`config.mk`:
```
export PLATFORM = sky130hd
export DESIGN_NAME = per_core_heat_map
export DESIGN_NICKNAME = d
export VERILOG_FILES = /design/src/rtl/phm_pkg.sv /design/src/rtl/phm_front.sv /design/src/rtl/phm_back.sv /design/src/rtl/per_core_heat_map.sv
export SDC_FILE = /design/constraint.sdc
export NUM_CORES = 1
export LEC_CHECK = 0
export BUFFER_PORTS_ARGS = -buffer_cell sky130_fd_sc_hd__buf_2
export CAP_MARGIN = 20
export CORE_MARGIN = 10
export CORE_UTILIZATION = 60
export CTS_CLUSTER_DIAMETER = 100
export DETAILED_ROUTE_END_ITERATION = 10
export PLACE_DENSITY_LB_ADDON = 0.12
export SYNTH_ARGS = -nofsm -noshare
export SYNTH_HDL_FRONTEND = slang
export SYNTH_SLANG_ARGS = --single-unit
```
`constraint.sdc`:
```
create_clock -name clk -period 5.8 [get_ports clk]
set_input_delay 0.29 -clock clk [delete_from_list [all_inputs] [get_ports clk]]
set_output_delay 0.29 -clock clk [all_outputs]
set_load 0.03 [all_outputs]
```
`src/rtl/phm_pkg.sv`:
```
// Shared types and constants for the per-core heat map.
package phm_pkg;

  localparam int NUM_CORES = 8;
  localparam int MAX_ZONES = 8;

  localparam int TEMP_W  = 18;
  localparam int FUNC_W  = 2;
  localparam int IDX_W   = 3;
  localparam int ZCNT_W  = 4;
  localparam int CORE_AW = (NUM_CORES > 1) ? $clog2(NUM_CORES) : 1;
  localparam int ZONE_AW = (MAX_ZONES > 1) ? $clog2(MAX_ZONES) : 1;

  localparam int QDEPTH  = 2;
  localparam int QPTR_W  = (QDEPTH > 1) ? $clog2(QDEPTH) : 1;
  localparam int QCNT_W  = $clog2(QDEPTH + 1);

  localparam logic [TEMP_W-1:0] TEMP_MAX     = '1;
  localparam logic [TEMP_W-1:0] HINT_MARGIN  = 18'd1000;
  localparam logic [TEMP_W-1:0] DECAY_STEP   = 18'd500;
  localparam logic [TEMP_W-1:0] DEGREE_LIMIT = 18'd200;
  localparam logic [TEMP_W-1:0] DEGREE_SCALE = 18'd1000;
  localparam logic [TEMP_W-1:0] THRESH_RESET = 18'd80000;

  localparam int CFG_AW = 1;
  localparam logic [CFG_AW-1:0] CFG_THRESHOLD = 1'b0;
  localparam logic [CFG_AW-1:0] CFG_ENABLE    = 1'b1;

  localparam logic [FUNC_W-1:0] FUNC_HINT   = 2'd0;
  localparam logic [FUNC_W-1:0] FUNC_SAMPLE = 2'd1;
  localparam logic [FUNC_W-1:0] FUNC_DECAY  = 2'd2;

  typedef enum logic [1:0] {
    OP_HINT,
    OP_SAMPLE,
    OP_DECAY,
    OP_NONE
  } op_t;

  typedef enum logic [1:0] {
    ST_IDLE,
    ST_EXEC,
    ST_DECAY,
    ST_REPORT
  } back_state_t;

  typedef struct packed {
    logic [FUNC_W-1:0] func;
    logic [IDX_W-1:0]  core_index;
    logic [TEMP_W-1:0] zone_reading;
    logic [ZCNT_W-1:0] zone_count;
  } item_t;

  typedef struct packed {
    logic              core_hot;
    logic [TEMP_W-1:0] core_temperature;
  } result_t;

  typedef struct packed {
    op_t               op;
    logic [IDX_W-1:0]  index;
    logic [TEMP_W-1:0] reading;
    logic [ZCNT_W-1:0] zones;
  } cmd_t;

  typedef struct packed {
    logic [TEMP_W-1:0] threshold;
    logic              enable;
  } cfg_t;

endpackage

```
`src/rtl/phm_front.sv`:
```
// Front end: decodes input items, prescales samples, queues commands.
module phm_front import phm_pkg::*; (
  input  logic  clk,
  input  logic  rst,
  input  logic  push,
  output logic  full,
  input  item_t item,
  output logic  cmd_valid,
  input  logic  cmd_take,
  output cmd_t  cmd
);

  cmd_t              mem [QDEPTH];
  logic [QPTR_W-1:0] wr_ptr;
  logic [QPTR_W-1:0] rd_ptr;
  logic [QCNT_W-1:0] count;
  cmd_t              decoded;
  logic [TEMP_W-1:0] low_deg;
  logic              do_push;
  logic              do_pop;

  always_comb begin
    low_deg = TEMP_W'(item.zone_reading[7:0]);
    decoded.index = item.core_index;
    case (item.func)
      FUNC_HINT:   decoded.op = OP_HINT;
      FUNC_SAMPLE: decoded.op = OP_SAMPLE;
      FUNC_DECAY:  decoded.op = OP_DECAY;
      default:     decoded.op = OP_NONE;
    endcase
    // whole degrees become millicelsius
    if (item.zone_reading < DEGREE_LIMIT) begin
      decoded.reading = low_deg * DEGREE_SCALE;
    end else begin
      decoded.reading = item.zone_reading;
    end
    if (32'(item.zone_count) > MAX_ZONES) begin
      decoded.zones = ZCNT_W'(MAX_ZONES);
    end else begin
      decoded.zones = item.zone_count;
    end
  end

  assign full      = (count == QCNT_W'(QDEPTH));
  assign cmd_valid = (count != '0);
  assign cmd       = mem[rd_ptr];
  assign do_push   = push && !full;
  assign do_pop    = cmd_take && cmd_valid;

  always_ff @(posedge clk) begin
    if (do_push) begin
      mem[wr_ptr] <= decoded;
    end
  end

  always_ff @(posedge clk) begin
    if (rst) begin
      wr_ptr <= '0;
      rd_ptr <= '0;
      count  <= '0;
    end else begin
      if (do_push) begin
        wr_ptr <= (wr_ptr == QPTR_W'(QDEPTH - 1)) ? '0 : wr_ptr + 1'b1;
      end
      if (do_pop) begin
        rd_ptr <= (rd_ptr == QPTR_W'(QDEPTH - 1)) ? '0 : rd_ptr + 1'b1;
      end
      if (do_push && !do_pop) begin
        count <= count + 1'b1;
      end else if (do_pop && !do_push) begin
        count <= count - 1'b1;
      end
    end
  end

`ifndef SYNTHESIS
  a_count_bound: assert property (@(posedge clk) disable iff (rst)
    count <= QCNT_W'(QDEPTH))
    else $error("command queue count out of range");

  a_empty_ptrs: assert property (@(posedge clk) disable iff (rst)
    count == '0 |-> wr_ptr == rd_ptr)
    else $error("empty command queue with unequal pointers");

  a_cmd_hold: assert property (@(posedge clk) disable iff (rst)
    cmd_valid && !cmd_take |=> cmd_valid && $stable(cmd))
    else $error("waiting command changed before transfer");
`endif

endmodule

```
`src/rtl/phm_back.sv`:
```
// Back end: core and zone tables, decay walk, result register.
module phm_back import phm_pkg::*; (
  input  logic    clk,
  input  logic    rst,
  input  logic    cmd_valid,
  input  cmd_t    cmd,
  output logic    cmd_take,
  input  cfg_t    cfg,
  output logic    empty,
  input  logic    pop,
  output result_t result
);

  back_state_t        state;
  back_state_t        state_next;
  cmd_t               cur;
  logic [CORE_AW-1:0] cnt;
  logic [TEMP_W-1:0]  est [NUM_CORES];
  logic [TEMP_W-1:0]  zone [MAX_ZONES];
  logic               out_valid;
  result_t            out_q;

  logic [CORE_AW-1:0] rd_core;
  logic [TEMP_W-1:0]  est_rd;
  logic [TEMP_W-1:0]  zone_rd;
  logic               core_ok;
  logic               cnt_last;
  logic [TEMP_W:0]    hint_sum;
  logic [TEMP_W-1:0]  hint_val;
  logic [TEMP_W:0]    avg_sum;
  logic               use_zone;
  logic [TEMP_W-1:0]  mixed;
  logic [TEMP_W-1:0]  decayed;
  result_t            report;

  logic               est_we;
  logic [CORE_AW-1:0] est_wa;
  logic [TEMP_W-1:0]  est_wd;
  logic               zone_we;
  logic               out_load;
  logic               cnt_inc;

  assign rd_core  = (state == ST_DECAY) ? cnt : CORE_AW'(cur.index);
  assign est_rd   = est[rd_core];
  assign zone_rd  = zone[ZONE_AW'(cnt)];
  assign core_ok  = 32'(cur.index) < NUM_CORES;
  assign cnt_last = (cnt == CORE_AW'(NUM_CORES - 1));

  always_comb begin
    hint_sum = {1'b0, cfg.threshold} + {1'b0, HINT_MARGIN};
    hint_val = hint_sum[TEMP_W] ? TEMP_MAX : hint_sum[TEMP_W-1:0];
    // zones is already clamped to the zone table size
    use_zone = 32'(cnt) < 32'(cur.zones);
    avg_sum  = {1'b0, est_rd} + {1'b0, zone_rd};
    mixed    = use_zone ? avg_sum[TEMP_W:1] : est_rd;
    decayed  = (mixed > DECAY_STEP) ? mixed - DECAY_STEP : '0;
    if (core_ok) begin
      report.core_hot         = cfg.enable && (est_rd > cfg.threshold);
      report.core_temperature = est_rd;
    end else begin
      report = '0;
    end
  end

  always_comb begin
    state_next = state;
    case (state)
      ST_IDLE: begin
        if (cmd_valid) begin
          state_next = (cmd.op == OP_DECAY) ? ST_DECAY : ST_EXEC;
        end
      end
      ST_EXEC: state_next = ST_REPORT;
      ST_DECAY: begin
        if (cnt_last) begin
          state_next = ST_REPORT;
        end
      end
      ST_REPORT: begin
        if (!out_valid || pop) begin
          state_next = ST_IDLE;
        end
      end
      default: state_next = ST_IDLE;
    endcase
  end

  always_comb begin
    cmd_take = 1'b0;
    est_we   = 1'b0;
    est_wa   = rd_core;
    est_wd   = hint_val;
    zone_we  = 1'b0;
    out_load = 1'b0;
    cnt_inc  = 1'b0;
    case (state)
      ST_IDLE: cmd_take = cmd_valid;
      ST_EXEC: begin
        case (cur.op)
          OP_HINT:   est_we = cfg.enable && core_ok && (est_rd < cfg.threshold);
          OP_SAMPLE: zone_we = 32'(cur.index) < MAX_ZONES;
          default:   est_we = 1'b0;
        endcase
      end
      ST_DECAY: begin
        est_we  = 1'b1;
        est_wa  = cnt;
        est_wd  = decayed;
        cnt_inc = 1'b1;
      end
      ST_REPORT: out_load = !out_valid || pop;
      default: cmd_take = 1'b0;
    endcase
  end

  always_ff @(posedge clk) begin
    if (rst) begin
      state <= ST_IDLE;
      cnt   <= '0;
    end else begin
      state <= state_next;
      if (cnt_inc) begin
        cnt <= cnt_last ? '0 : cnt + 1'b1;
      end
    end
  end

  always_ff @(posedge clk) begin
    if (cmd_take) begin
      cur <= cmd;
    end
  end

  always_ff @(posedge clk) begin
    if (rst) begin
      for (int i = 0; i < NUM_CORES; i++) begin
        est[i] <= '0;
      end
    end else if (est_we) begin
      est[est_wa] <= est_wd;
    end
  end

  always_ff @(posedge clk) begin
    if (rst) begin
      for (int i = 0; i < MAX_ZONES; i++) begin
        zone[i] <= '0;
      end
    end else if (zone_we) begin
      zone[ZONE_AW'(cur.index)] <= cur.reading;
    end
  end

  always_ff @(posedge clk) begin
    if (rst) begin
      out_valid <= 1'b0;
    end else if (out_load) begin
      out_valid <= 1'b1;
    end else if (pop) begin
      out_valid <= 1'b0;
    end
  end

  always_ff @(posedge clk) begin
    if (out_load) begin
      out_q <= report;
    end
  end

  assign empty  = !out_valid;
  assign result = out_q;

`ifndef SYNTHESIS
  a_cnt_idle: assert property (@(posedge clk) disable iff (rst)
    state != ST_DECAY |-> cnt == '0)
    else $error("decay counter not parked outside the walk");

  a_decay_end: assert property (@(posedge clk) disable iff (rst)
    state == ST_DECAY && cnt_last |=> state == ST_REPORT)
    else $error("decay walk did not end after the last core");

  a_report_fill: assert property (@(posedge clk) disable iff (rst)
    state == ST_REPORT && !out_valid |=> out_valid && state == ST_IDLE)
    else $error("free result slot not filled by report");
`endif

endmodule

```
`src/rtl/per_core_heat_map.sv`:
```
// Top level of the per-core heat map: config registers, front end, back end.
//
//   channel  | handshake            | payload
//   ---------+----------------------+------------------------------
//   item     | push / full          | item_t: func, core_index,
//            |                      |   zone_reading, zone_count
//   result   | pop / empty          | result_t: core_hot,
//            |                      |   core_temperature
//   config   | cfg_valid/cfg_ready  | cfg_index, cfg_data
//
// A hint, sample or unused code goes through the back-end states take, execute
// and report; a decay tick walks the core table, one entry per cycle, between take and report.
// The front queue holds two decoded commands, so items are taken while the
// back end works; a result waits in its register until popped.
// Reset clears both tables and the queue and empties the result register;
// threshold resets to 80000 and enable to 1. cfg_ready is always high.
module per_core_heat_map import phm_pkg::*; (
  input  logic              clk,
  input  logic              rst,
  input  logic              push,
  output logic              full,
  input  item_t             item,
  output logic              empty,
  input  logic              pop,
  output result_t           result,
  input  logic              cfg_valid,
  output logic              cfg_ready,
  input  logic [CFG_AW-1:0] cfg_index,
  input  logic [TEMP_W-1:0] cfg_data
);

  cfg_t cfg;
  logic cmd_valid;
  logic cmd_take;
  cmd_t cmd;

  assign cfg_ready = 1'b1;

  always_ff @(posedge clk) begin
    if (rst) begin
      cfg.threshold <= THRESH_RESET;
      cfg.enable    <= 1'b1;
    end else if (cfg_valid && cfg_ready) begin
      case (cfg_index)
        CFG_THRESHOLD: cfg.threshold <= cfg_data;
        CFG_ENABLE:    cfg.enable    <= cfg_data[0];
        default:       cfg.enable    <= cfg.enable;
      endcase
    end
  end

  phm_front u_front (
    .clk       (clk),
    .rst       (rst),
    .push      (push),
    .full      (full),
    .item      (item),
    .cmd_valid (cmd_valid),
    .cmd_take  (cmd_take),
    .cmd       (cmd)
  );

  phm_back u_back (
    .clk       (clk),
    .rst       (rst),
    .cmd_valid (cmd_valid),
    .cmd       (cmd),
    .cmd_take  (cmd_take),
    .cfg       (cfg),
    .empty     (empty),
    .pop       (pop),
    .result    (result)
  );

endmodule

```
# Word level (Yosys, flattened, before mapping)
# Memories as Yosys holds them, arrays and structs flattened. A register that Yosys moved wholly into a read port is not among the register bits.
# Index checks and enable logic that the tools add are counted.
# Widths: inputs -> output; s select.
# word_totals
out_inout_bits,22
n_memories,3
reg_bits,75
elab_cells,115
mem_bits_rw,342
# mem_list
memory,words,width,rd,rd_clocked_by_memory_dff,wr,line_no,text
u_back.est,8,18,1,0,8,phm_back.sv:18,logic [TEMP_W-1:0] est [NUM_CORES];
u_back.zone,8,18,1,1,8,phm_back.sv:19,logic [TEMP_W-1:0] zone [MAX_ZONES];
u_front.mem,2,27,1,1,1,phm_front.sv:13,cmd_t mem [QDEPTH];
# classes
n_mul,1
n_reduce_logical,22
bitwise,1
n_eq_ne,12
n_addsub,8
mux,48
order_cmp,6
# ops
cell,count
$mux 18,7
$reduce_or 18->1,2
$mux 1,24
$mux 3,7
$add 18x10->19 const B,1
$add 18x18->19,1
$gt 18x18->1,1
$gt 18x9->1 const B,1
$lt 18x18->1,1
$lt 18x8->1 const B,1
$sub 18x9->18 const B,1
$mul 8x7->15 const B,1
$mux 2,6
$eq 2x2->1 const B,5
$pmux 2 s4,1
$eq 2x1->1 const B,3
$logic_and 1x1->1,6
$logic_not 2->1,3
$ne 2x1->1 const B,3
$pmux 2 s3,1
$reduce_bool 2->1,3
$gt 4x4->1 const B,1
$logic_not 1->1,4
$lt 3x4->1,1
other kinds (11),13

# Logic depth before layout (Yosys ltp)
# Gate-level depths: netlist (run 1).
# An unclocked memory read counts as a cell.
# logic_depth
word_depth,12
mapped_depth,24
depth_no_buf,20

# By module
# Synthesis (run 1) repeated with hierarchy kept, for this count alone.
# unflattened
cells_unflattened,1760
area_unflattened_um2,22333.9
# modules_own_cells
module,area_each_um2,cells_each,n_inst,seq_area_each_um2
phm_back,17650.7,1384,1,10209.8
phm_front,3781.1,291,1,1721.7
per_core_heat_map,902.1,85,1,380.4

# Worst setup path after synthesis (run 1)
# Ideal clock, no wire load.
# synth_path
path_type,register to register
startpoint,register u_back.state[0]
endpoint,"memory u_back.est[0][16], data pin"
stages_incl_launch_ff,22
t_required_ns,5.512
path_buffers,5
arrival_ns,4.870
path_slack_ns,0.642
setup_time_ns,0.288
path_cell_list,dfxtp_1 -> inv_1 -> ha_1 -> buf_4 -> buf_2 -> mux2_2 -> buf_2 -> buf_2 -> o21ai_0 -> inv_1 -> ha_1 -> and3_4 -> buf_6 -> o211ai_1 -> o21a_1 -> or2_2 -> ha_1 -> or3_1 -> nor3_1 -> nor2_1 -> a311oi_1 -> nor3b_1
# synth_lines
element,line_no,text
start: declaration,phm_back.sv:14,back_state_t state;
start signal: assignment,phm_back.sv:121,state <= state_next;
end: declaration,phm_back.sv:18,

==> results of run 1 <==
[critical path: stages (launching register included)]
cell	delay [ns]
sky130_fd_sc_hd__dfxtp_1	0.34
sky130_fd_sc_hd__inv_1	0.16
sky130_fd_sc_hd__ha_4	0.29
sky130_fd_sc_hd__and3b_1	0.36
sky130_fd_sc_hd__nor2_2	0.32
sky130_fd_sc_hd__buf_4	0.22
sky130_fd_sc_hd__a21oi_1	0.06
sky130_fd_sc_hd__nor4_2	0.51
sky130_fd_sc_hd__buf_4	0.22
sky130_fd_sc_hd__inv_1	0.06
sky130_fd_sc_hd__ha_1	0.34
sky130_fd_sc_hd__and2_1	0.21
sky130_fd_sc_hd__nand4_1	0.17
sky130_fd_sc_hd__a2111oi_1	0.52
sky130_fd_sc_hd__buf_4	0.21
sky130_fd_sc_hd__o211a_1	0.15
sky130_fd_sc_hd__or3_1	0.13
sky130_fd_sc_hd__o211a_1	0.16
sky130_fd_sc_hd__nand3_1	0.13
sky130_fd_sc_hd__buf_12	0.19
sky130_fd_sc_hd__nor3_2	0.22
sky130_fd_sc_hd__buf_12	0.27
sky130_fd_sc_hd__nor4_1	0.09
[power by group through the flow]
stage	registers (W)	logic [W]	clock network [W]
6_report	0.00398	0.00662	0.00284
5_1_grt	0.00402	0.00711	0.00297
4_1_cts	0.00398	0.00634	0.00287
3_5_place_dp	0.00404	0.00626	0
3_3_place_gp	0.00402	0.00621	0
2_1_floorplan	0.00393	0.00410	0
[routing by layer]
layer  up-vias  GRT usage  routed length, um
li1       7120          -                  -
met4         2      0.120               2650
met2       759      0.475              31000
met3       156     0.0442               5240
met5         -          0                 13
met1      7868      0.369              24900
[cells in the final DEF (no fill, tap or decap), types with 44 or more instances in the layout]
cell type	Yosys	final
sky130_fd_sc_hd__edfxtp_1	388	388
sky130_fd_sc_hd__ha_1	87	86
sky130_fd_sc_hd__nor2_1	60	58
sky130_fd_sc_hd__o21ai_0	44	44
sky130_fd_sc_hd__inv_1	71	71
sky130_fd_sc_hd__mux2_2	56	55
sky130_fd_sc_hd__nand2_1	112	112
sky130_fd_sc_hd__a21oi_1	123	122
sky130_fd_sc_hd__buf_4	4	128
sky130_fd_sc_hd__nor3_1	50	46
sky130_fd_sc_hd__buf_2	13	71
sky130_fd_sc_hd__and2_1	155	155
sky130_fd_sc_hd__clkbuf_16	0	45
[flip-flops by register name (all words and copies together) (netlist names), named ones only]
signal / flops
u_back.est: 144
u_back.zone: 144
u_front.mem: 54
u_back.cur: 27
cfg: 19
u_back.result: 19
u_back.cnt: 3
u_back.state: 2
u_front.count: 2
u_back.out_valid: 1
u_front.rd_ptr: 1
u_front.wr_ptr: 1
[cells in the mapped netlist, types with 26 or more instances]
cell	instances	area share
sky130_fd_sc_hd__mux4_2	38	0.039
sky130_fd_sc_hd__o21ai_0	44	0.0099
sky130_fd_sc_hd__nor3_1	50	0.011
sky130_fd_sc_hd__nor2_1	60	0.010
sky130_fd_sc_hd__dfxtp_1	33	0.030
sky130_fd_sc_hd__nand2_1	112	0.019
sky130_fd_sc_hd__xnor2_1	26	0.010
sky130_fd_sc_hd__mux2_2	56	0.028
sky130_fd_sc_hd__edfxtp_1	388	0.53
sky130_fd_sc_hd__inv_1	71	0.012
sky130_fd_sc_hd__clkbuf_1	56	0.0095
sky130_fd_sc_hd__a21oi_1	123	0.028
sky130_fd_sc_hd__ha_1	87	0.049
sky130_fd_sc_hd__nand3_1	38	0.0086
sky130_fd_sc_hd__and2_1	155	0.044
[layout make-up]
type,instances,area (um2),share of cell area
multi-input cells,1193,9320,0.362
inverters,72,270,0.0105
repair buffers,235,1790,0.0698
clock buffers,56,1170,0.0454
clock inverters,28,274,0.0107
well taps,468,586,0.0228
flip-flops and latches,421,12300,0.479
diodes,1,2.50,0.0000973
[worst paths after layout]
kind,from,to,depth (start not counted)
max,u_back.state[0],u_back.est[5][15],22
min,pop,u_back.out_valid,4
max reg2reg,u_back.state[0],u_back.est[5][15],22
min reg2reg,cfg[9],cfg[9],2
[cell families (layout without fill, tap and decap cells)]
| group | count (synthesis) | after routing | share of synthesized area |
|---|---|---|---|
| other | 1 | 2 | 0.000169 |
| AO/OA/AOI/OAI | 367 | 367 | 0.113 |
| multiplexers | 115 | 115 | 0.0775 |
| buffers and inverters | 158 | 391 | 0.0292 |
| flip-flops | 421 | 421 | 0.555 |
| adder cells (fa/ha/maj) | 110 | 110 | 0.0698 |
| AND/OR/NAND/NOR | 565 | 565 | 0.141 |
| XOR/XNOR | 35 | 35 | 0.0138 |
[metrics by stage]
step,hold WS [ns],utilization
floorplan,0.389,-
global placement,0.458,0.653
detailed placement,0.464,0.653
CTS,0.00815,0.700
global route,0.0271,0.704
finish,0.0272,0.704
[repair_timing]
action / in CTS / in global routing
gates cloned: 0 / 0
hold buffers: 25 / 0
setup buffers: 0 / 13
pin swaps: 0 / 5
endpoints found under the hold margin: 30 / 0
resized for setup: 4 / 10
endpoints found under the setup margin: 144 / 199
==> key figures, run 1 <==
Placed design
  – Port-buffer cells: 71
  – Cell area after placement: 23800 um2
  – Detailed placer's ending HPWL: around 44000 um
  – Final estimated routing congestion in global placement: 0.969
  – Placed Instances: 2350
  – Post-place setup slack: -0.195 ns

Power
  – Switching power as a share of total power: 0.409
  – Clock group share of total power: 0.212
  – Overall power consumption: around 0.013 W
  – Sequential cell fraction of total power: 0.296
  – Combinational share of power: 0.493
  – Net Switching: between 0.005 and 0.006 W
  – Internal power contribution: about 0.0079 W
  – Pwr per Cell Area: 522 nW/um2
  – Maximum VDD drop: 0.000327 V
  – LEAKAGE: 9.80 nW

Critical path
  – Reg-to-reg slack, setup: 0.14 ns
  – Critical path fanouts, max: 48
  – Arrival time of data at the critical path endpoint: 5.95 ns
  – Kind of end point of the critical path: flop
  – Critical Path Start Type: flop
  – Req. time, crit path: 6.09 ns
  – Path type of the worst setup path: reg -> reg

Global route
  – Total global-route track usage: 0.286
  – Total grt overflow: 0
  – Via count of the first global-routing pass: 16122
  – Maximum number of pins on one net before global-route repair: between 40 and 50
  – Number of antenna violations at the first check in global routing: 2
  – Wire length of the first global-routing pass: 96800 um

Detailed routing
  – Wire length per cell after detailed routing: 25.8 um
  – Remaining routing DRC violations: 0
  – Post-detailed-route via-to-cell ratio: ~6.4
  – Total wire length: 63800 um
  – First DRT Iteration DRCs: 1731
  – Via count: 15905
  – Number of nets with antenna violations after detailed routing: 0
  – DRT Pass-1 Iters: 6

Die
  – Die Wd: 212 um
  – Num ports: 73
  – Number of rows in the core area: 70
  – Starting density of the core: 0.607
  – Core area: roughly 37000 um2
  – Die Y: 212 um
  – Overall die area: between 40000 and 50000 um2

Timing
  – Slew HR: 0.279
  – Post-route setup slack: 0.137 ns
  – Final critical-path share of the clock period: 0.976
  – Total count of hold-check failures in the final report: 0
  – Max-slew violation total from the final report: 0
  – Slew at the pin closest to its max-slew limit: 1.07 ns
  – Final setup violation count: 0
  – Post-layout minimum cycle time: 5.66 ns
  – Worst Clk Skew: 0.0272 ns
  – Summed negative setup slack over all endpoints: 0 ns
  – Fmax: 0.177 GHz

Yosys
  – Warnings from Yosys: 0
  – Synthesized Nets: 1933
  – Most instantiated flip-flop cell in the synthesis netlist: sky130_fd_sc_hd__edfxtp_1
  – Syn avg cell area: 12.5 um2
  – Sequential area share after synthesis: 0.555
  – Synth Instances: 1772
  – Post-synthesis cell area: 22200 um2
  – Async SR Flop Fraction: 0
  – Number of flip-flops and latches in the synthesized netlist: 421
  – Number of synthesized flops with an enable pin: between 300 and 400
  – Library cells used by synthesis: 95

Clock tree
  – CTS root buffer: sky130_fd_sc_hd__clkbuf_16
  – Maximum buffer depth of the clock tree: 3
  – Clock buffer count from CTS: 45
  – CTS tree: done
  – Clock transition at the registers of the reported paths: around 0.060 ns
  – Source-to-sink clock delay at the later pin of the worst-skew pair: about 0.6 ns
  – H-tree Lvls: 2
  – CTS sink count: 421

Flow run
  – Reported max-cap violation count: 0

Layout
  – Non-filler instance count after layout: 2474
  – Area delta synth->final: 16.0%
  – Fill cells: 2566
  – Share of post-route cells with drive strength above 1: 0.221
  – Final layout net count: ~2100
  – Final design area excluding fillers: 25700 um2

Status
  – Run status: completed

Hold path
  – Class of the tightest hold or removal check: in -> reg
Note: power is estimated with default switching activity, not from simulation.
==> run 2: changes to the inputs <==
BUFFER_PORTS_ARGS = default   (was -buffer_cell sky130_fd_sc_hd__buf_2)
DONT_BUFFER_PORTS = 1   (was default)
PLACE_DENSITY = 0.81   (was default)
PLACE_DENSITY_LB_ADDON = default   (was 0.12)
==> key figures, run 2 (synthesized netlist as in run 1, its figures left out) <==
Layout
  – Share of post-route cells with drive strength above 1: 0.209 (-0.0123)
  – Regs by FF count: u_back.est: 144 flops, u_back.zone: 144 flops, u_front.mem: 54 flops
  – Fraction of the core area covered by cells at the end of the flow: 0.718 (+0.0134)
  – Most common cell after layout, fill and taps aside: sky130_fd_sc_hd__edfxtp_1
  – Highest-count cells in the layout ignoring fill and taps: 388 x sky130_fd_sc_hd__edfxtp_1, 166 x sky130_fd_sc_hd__buf_4, 155 x sky130_fd_sc_hd__and2_1, 123 x sky130_fd_sc_hd__a21oi_1, 112 x sky130_fd_sc_hd__nand2_1
  – Total area of sequential cells: 12300 um2 (unchanged)
  – Area delta synth->final: 18.2%
  – Final design area excluding fillers: 26200 um2 (+1.9%)
  – Fill cells: 2285 (-11%)
  – Final layout net count: 2128 (-0.047%)
  – Total area of multi-input combinational cells: 9270 um2 (-0.47%)

Power
  – Pwr per Cell Area: 548 nW/um2 (+4.9%)
  – Combinational share of power: 0.497 (+0.004)
  – Clock group share of total power: 0.221 (+0.009)
  – Maximum VDD drop: 0.000393 V (+20%)
  – Internal power contribution: 0.00870 W (+9.5%)
  – Net Switching: 0.00566 W (+3.1%)
  – Switching power as a share of total power: 0.394 (-0.0146)
  – Sequential cell fraction of total power: 0.282 (-0.014)
  – LEAKAGE: 9.95 nW (+1.5%)

Timing
  – Summed negative setup slack over all endpoints: 0 ns (unchanged)
  – Worst Clk Skew: 0.0189 ns (-0.00831 ns)
  – Setup repair after global routing missed its margin: false
  – Total count of hold-check failures in the final report: 0 (unchanged)
  – Fmax: 0.182 GHz (+2.9%)
  – Slew HR: 0.242 (-0.0377)
  – Final critical-path share of the clock period: 0.949 (-0.0277)
  – Post-layout minimum cycle time: 5.50 ns (-0.161 ns)
  – Final setup violation count: 0 (unchanged)
  – Post-route setup slack: 0.298 ns (+0.161 ns)
  – Max-slew violation total from the final report: 0 (unchanged)
  – Slew at the pin closest to its max-slew limit: 1.13 ns (+0.0562 ns)

Clock tree
  – Source-to-sink clock delay at the later pin of the worst-skew pair: 0.59 ns (about the same)
  – Clock buffer count from CTS: 44 (-2.2%)
  – H-tree Lvls: 2 (unchanged)
  – CTS sink count: 421 (unchanged)
  – CTS tree: done
  – Number of setup buffers added after CTS: 0 (unchanged)
  – Maximum buffer depth of the clock tree: 3 (unchanged)
  – CTS root buffer: sky130_fd_sc_hd__clkbuf_16
  – Clock transition at the registers of the reported paths: 0.06 ns (about the same)

Global route
  – Total global-route track usage: 0.287 (+0.000570)
  – Wire length of the first global-routing pass: 97000 um (+0.21%)
  – Met2 capacity usage during global routing: 0.448 (-0.0275)
  – Number of antenna violations at the first check in global routing: 2 (unchanged)
  – Routing usage on met3: 0.0509 (+0.00677)
  – Total grt overflow: 0 (unchanged)
  – Via count of the first global-routing pass: 15968 (-0.96%)
  – Top Usage Layer GRT: met2
  – Maximum number of pins on one net before global-route repair: 49 (unchanged)
  – Met1 routing resource usage after global routing: 0.393 (+0.0243)

Hold path
  – Hold path start: item[6]
  – Class of the tightest hold or removal check: in -> reg
  – Worst Hold Depth: 2 (-2)
  – Min-Delay Endpoint: u_front.mem[1][9]

Critical path
  – Critical Path Start Type: flop
  – Origin of the critical flop-to-flop path: u_back.state[0]
  – Reg-to-reg slack, setup: 0.30 ns (+0.16 ns)
  – Path type of the worst setup path: reg -> reg
  – Reg2reg end: u_back.est[3][17]
  – Top cell by count, worst path: sky130_fd_sc_hd__buf_4
  – Req. time, crit path: 6.23 ns (+0.14 ns)
  – Arrival time of data at the critical path endpoint: 5.93 ns (-0.02 ns)
  – Standard cell with the maximum stage delay on the critical path: sky130_fd_sc_hd__nor4_1
  – Kind of end point of the critical path: flop
  – Worst reg2reg path depth: 19 (-14%)
  – Critical path fanouts, max: 19 (-60%)
  – Delay of the slowest cell on the worst path: 0.77 ns (+0.25 ns)
  – Crit-path cells: inv_1, ha_4, buf_4, o311a_1, o32ai_1, nor4_1, a21o_1, ha_1, and3_1, buf_4, and3_1, a221oi_1, buf_4, o21ai_0, a21oi_1, o221ai_1, or3_1, o311a_4, nor3b_2

Die
  – Number of rows in the core area: 70 (unchanged)
  – Num ports: 73 (unchanged)
  – Core area: 36500 um2 (unchanged)
  – Starting density of the core: 0.607 (unchanged)
  – Die Y: 212 um (unchanged)
  – Die Wd: 212 um (unchanged)
  – Overall die area: 45100 um2 (unchanged)

Detailed routing
  – Number of nets with antenna violations after detailed routing: 0 (unchanged)
  – Total wire length: 65000 um (+1.9%)
  – DRT Pass-1 Iters: 5 (-1)
  – Via count: 16333 (+2.7%)
  – Post-detailed-route via-to-cell ratio: 6.60 (+2.7%)
  – First DRT Iteration DRCs: 2163 (+25%)
  – Wire length per cell after detailed routing: 26.3 um (+1.9%)
  – Remaining routing DRC violations: 0 (unchanged)

Placed design
  – Post-place setup slack: 0.109 ns (+0.303 ns)
  – Final estimated routing congestion in global placement: 0.946 (-2.4%)
  – Detailed placer's ending HPWL: 43700 um (-1.1%)
  – Port-buffer cells: 0 (-100%)
  – Cell area after placement: 24000 um2 (+0.68%)

Flow run
  – Reported max-cap violation count: 0 (unchanged)

Status
  – Run status: completed
run 2: changes by cell type in the layout (fill, tap and decap cells not counted), sizes merged:
cell	delta
clkinvlp	+2
diode	+2
clkbuf	-1
bufinv	+6
clkinv	-7
buf	-25
dlygate4sd3	+25
inv	-2
run 2: worst max-delay path: cells and delay by family, from the launching register on:
| family | cells | cell delay (ns) |
|---|---|---|
| AO/OA/AOI/OAI | 8 | 1.86 |
| buffers and inverters | 4 | 0.75 |
| adder cells (fa/ha/maj) | 2 | 0.64 |
| AND/OR/NAND/NOR | 5 | 1.75 |
| flip-flops | 1 | 0.34 |
run 2: layer usage:
layer,share of wire,vias up
li1,-,7126
met4,0.037,0
met2,0.46,1065
met5,0,-
met1,0.39,7981
met3,0.12,161
run 2: worst max-delay path by stage:
stage	from	end	cells past startpoint
after floorplan	u_back.state[0]	u_back.est[0][16]	21
after global placement	u_back.state[0]	u_back.est[6][16]	22
after detailed placement	u_back.state[0]	u_back.est[6][16]	22
after CTS	u_back.state[0]	u_back.est[5][16]	22
after global routing	u_back.state[0]	u_back.est[6][8]	22
final	u_back.state[0]	u_back.est[3][17]	19
run 2: cell type report:
type | count | share of cell area
diodes | 3 | 0.000286
clock buffers | 55 | 0.0459
clock inverters | 27 | 0.0162
inverters | 72 | 0.0103
multi-input cells | 1193 | 0.354
flip-flops and latches | 421 | 0.470
well taps | 468 | 0.0223
repair buffers | 235 | 0.0814
run 2: through the flow:
stage	cells	hold slack, ns	total power (W)
floorplan	1772	0.389	0.00802
global placement	2337	0.370	0.0108
detailed placement	2337	0.375	0.0109
CTS	2470	0.0369	0.0141
global route	2473	0.0769	0.0150
finish	2474	0.0609	0.0144
run 2: power groups by stage:
stage                     sequential [W]  clock, W  combinational, W
after global routing             0.00408   0.00329           0.00761
final                            0.00405   0.00318           0.00713
after global placement           0.00407         0           0.00674
after CTS                        0.00404   0.00317           0.00693
after detailed placement         0.00409         0           0.00682
after floorplan                  0.00393         0           0.00410
run 2: what timing repair did:
item,CTS,global route
hold buffers,51,0
gates resized for setup,0,4
setup endpoints to repair,0,68
hold endpoints to repair,87,0
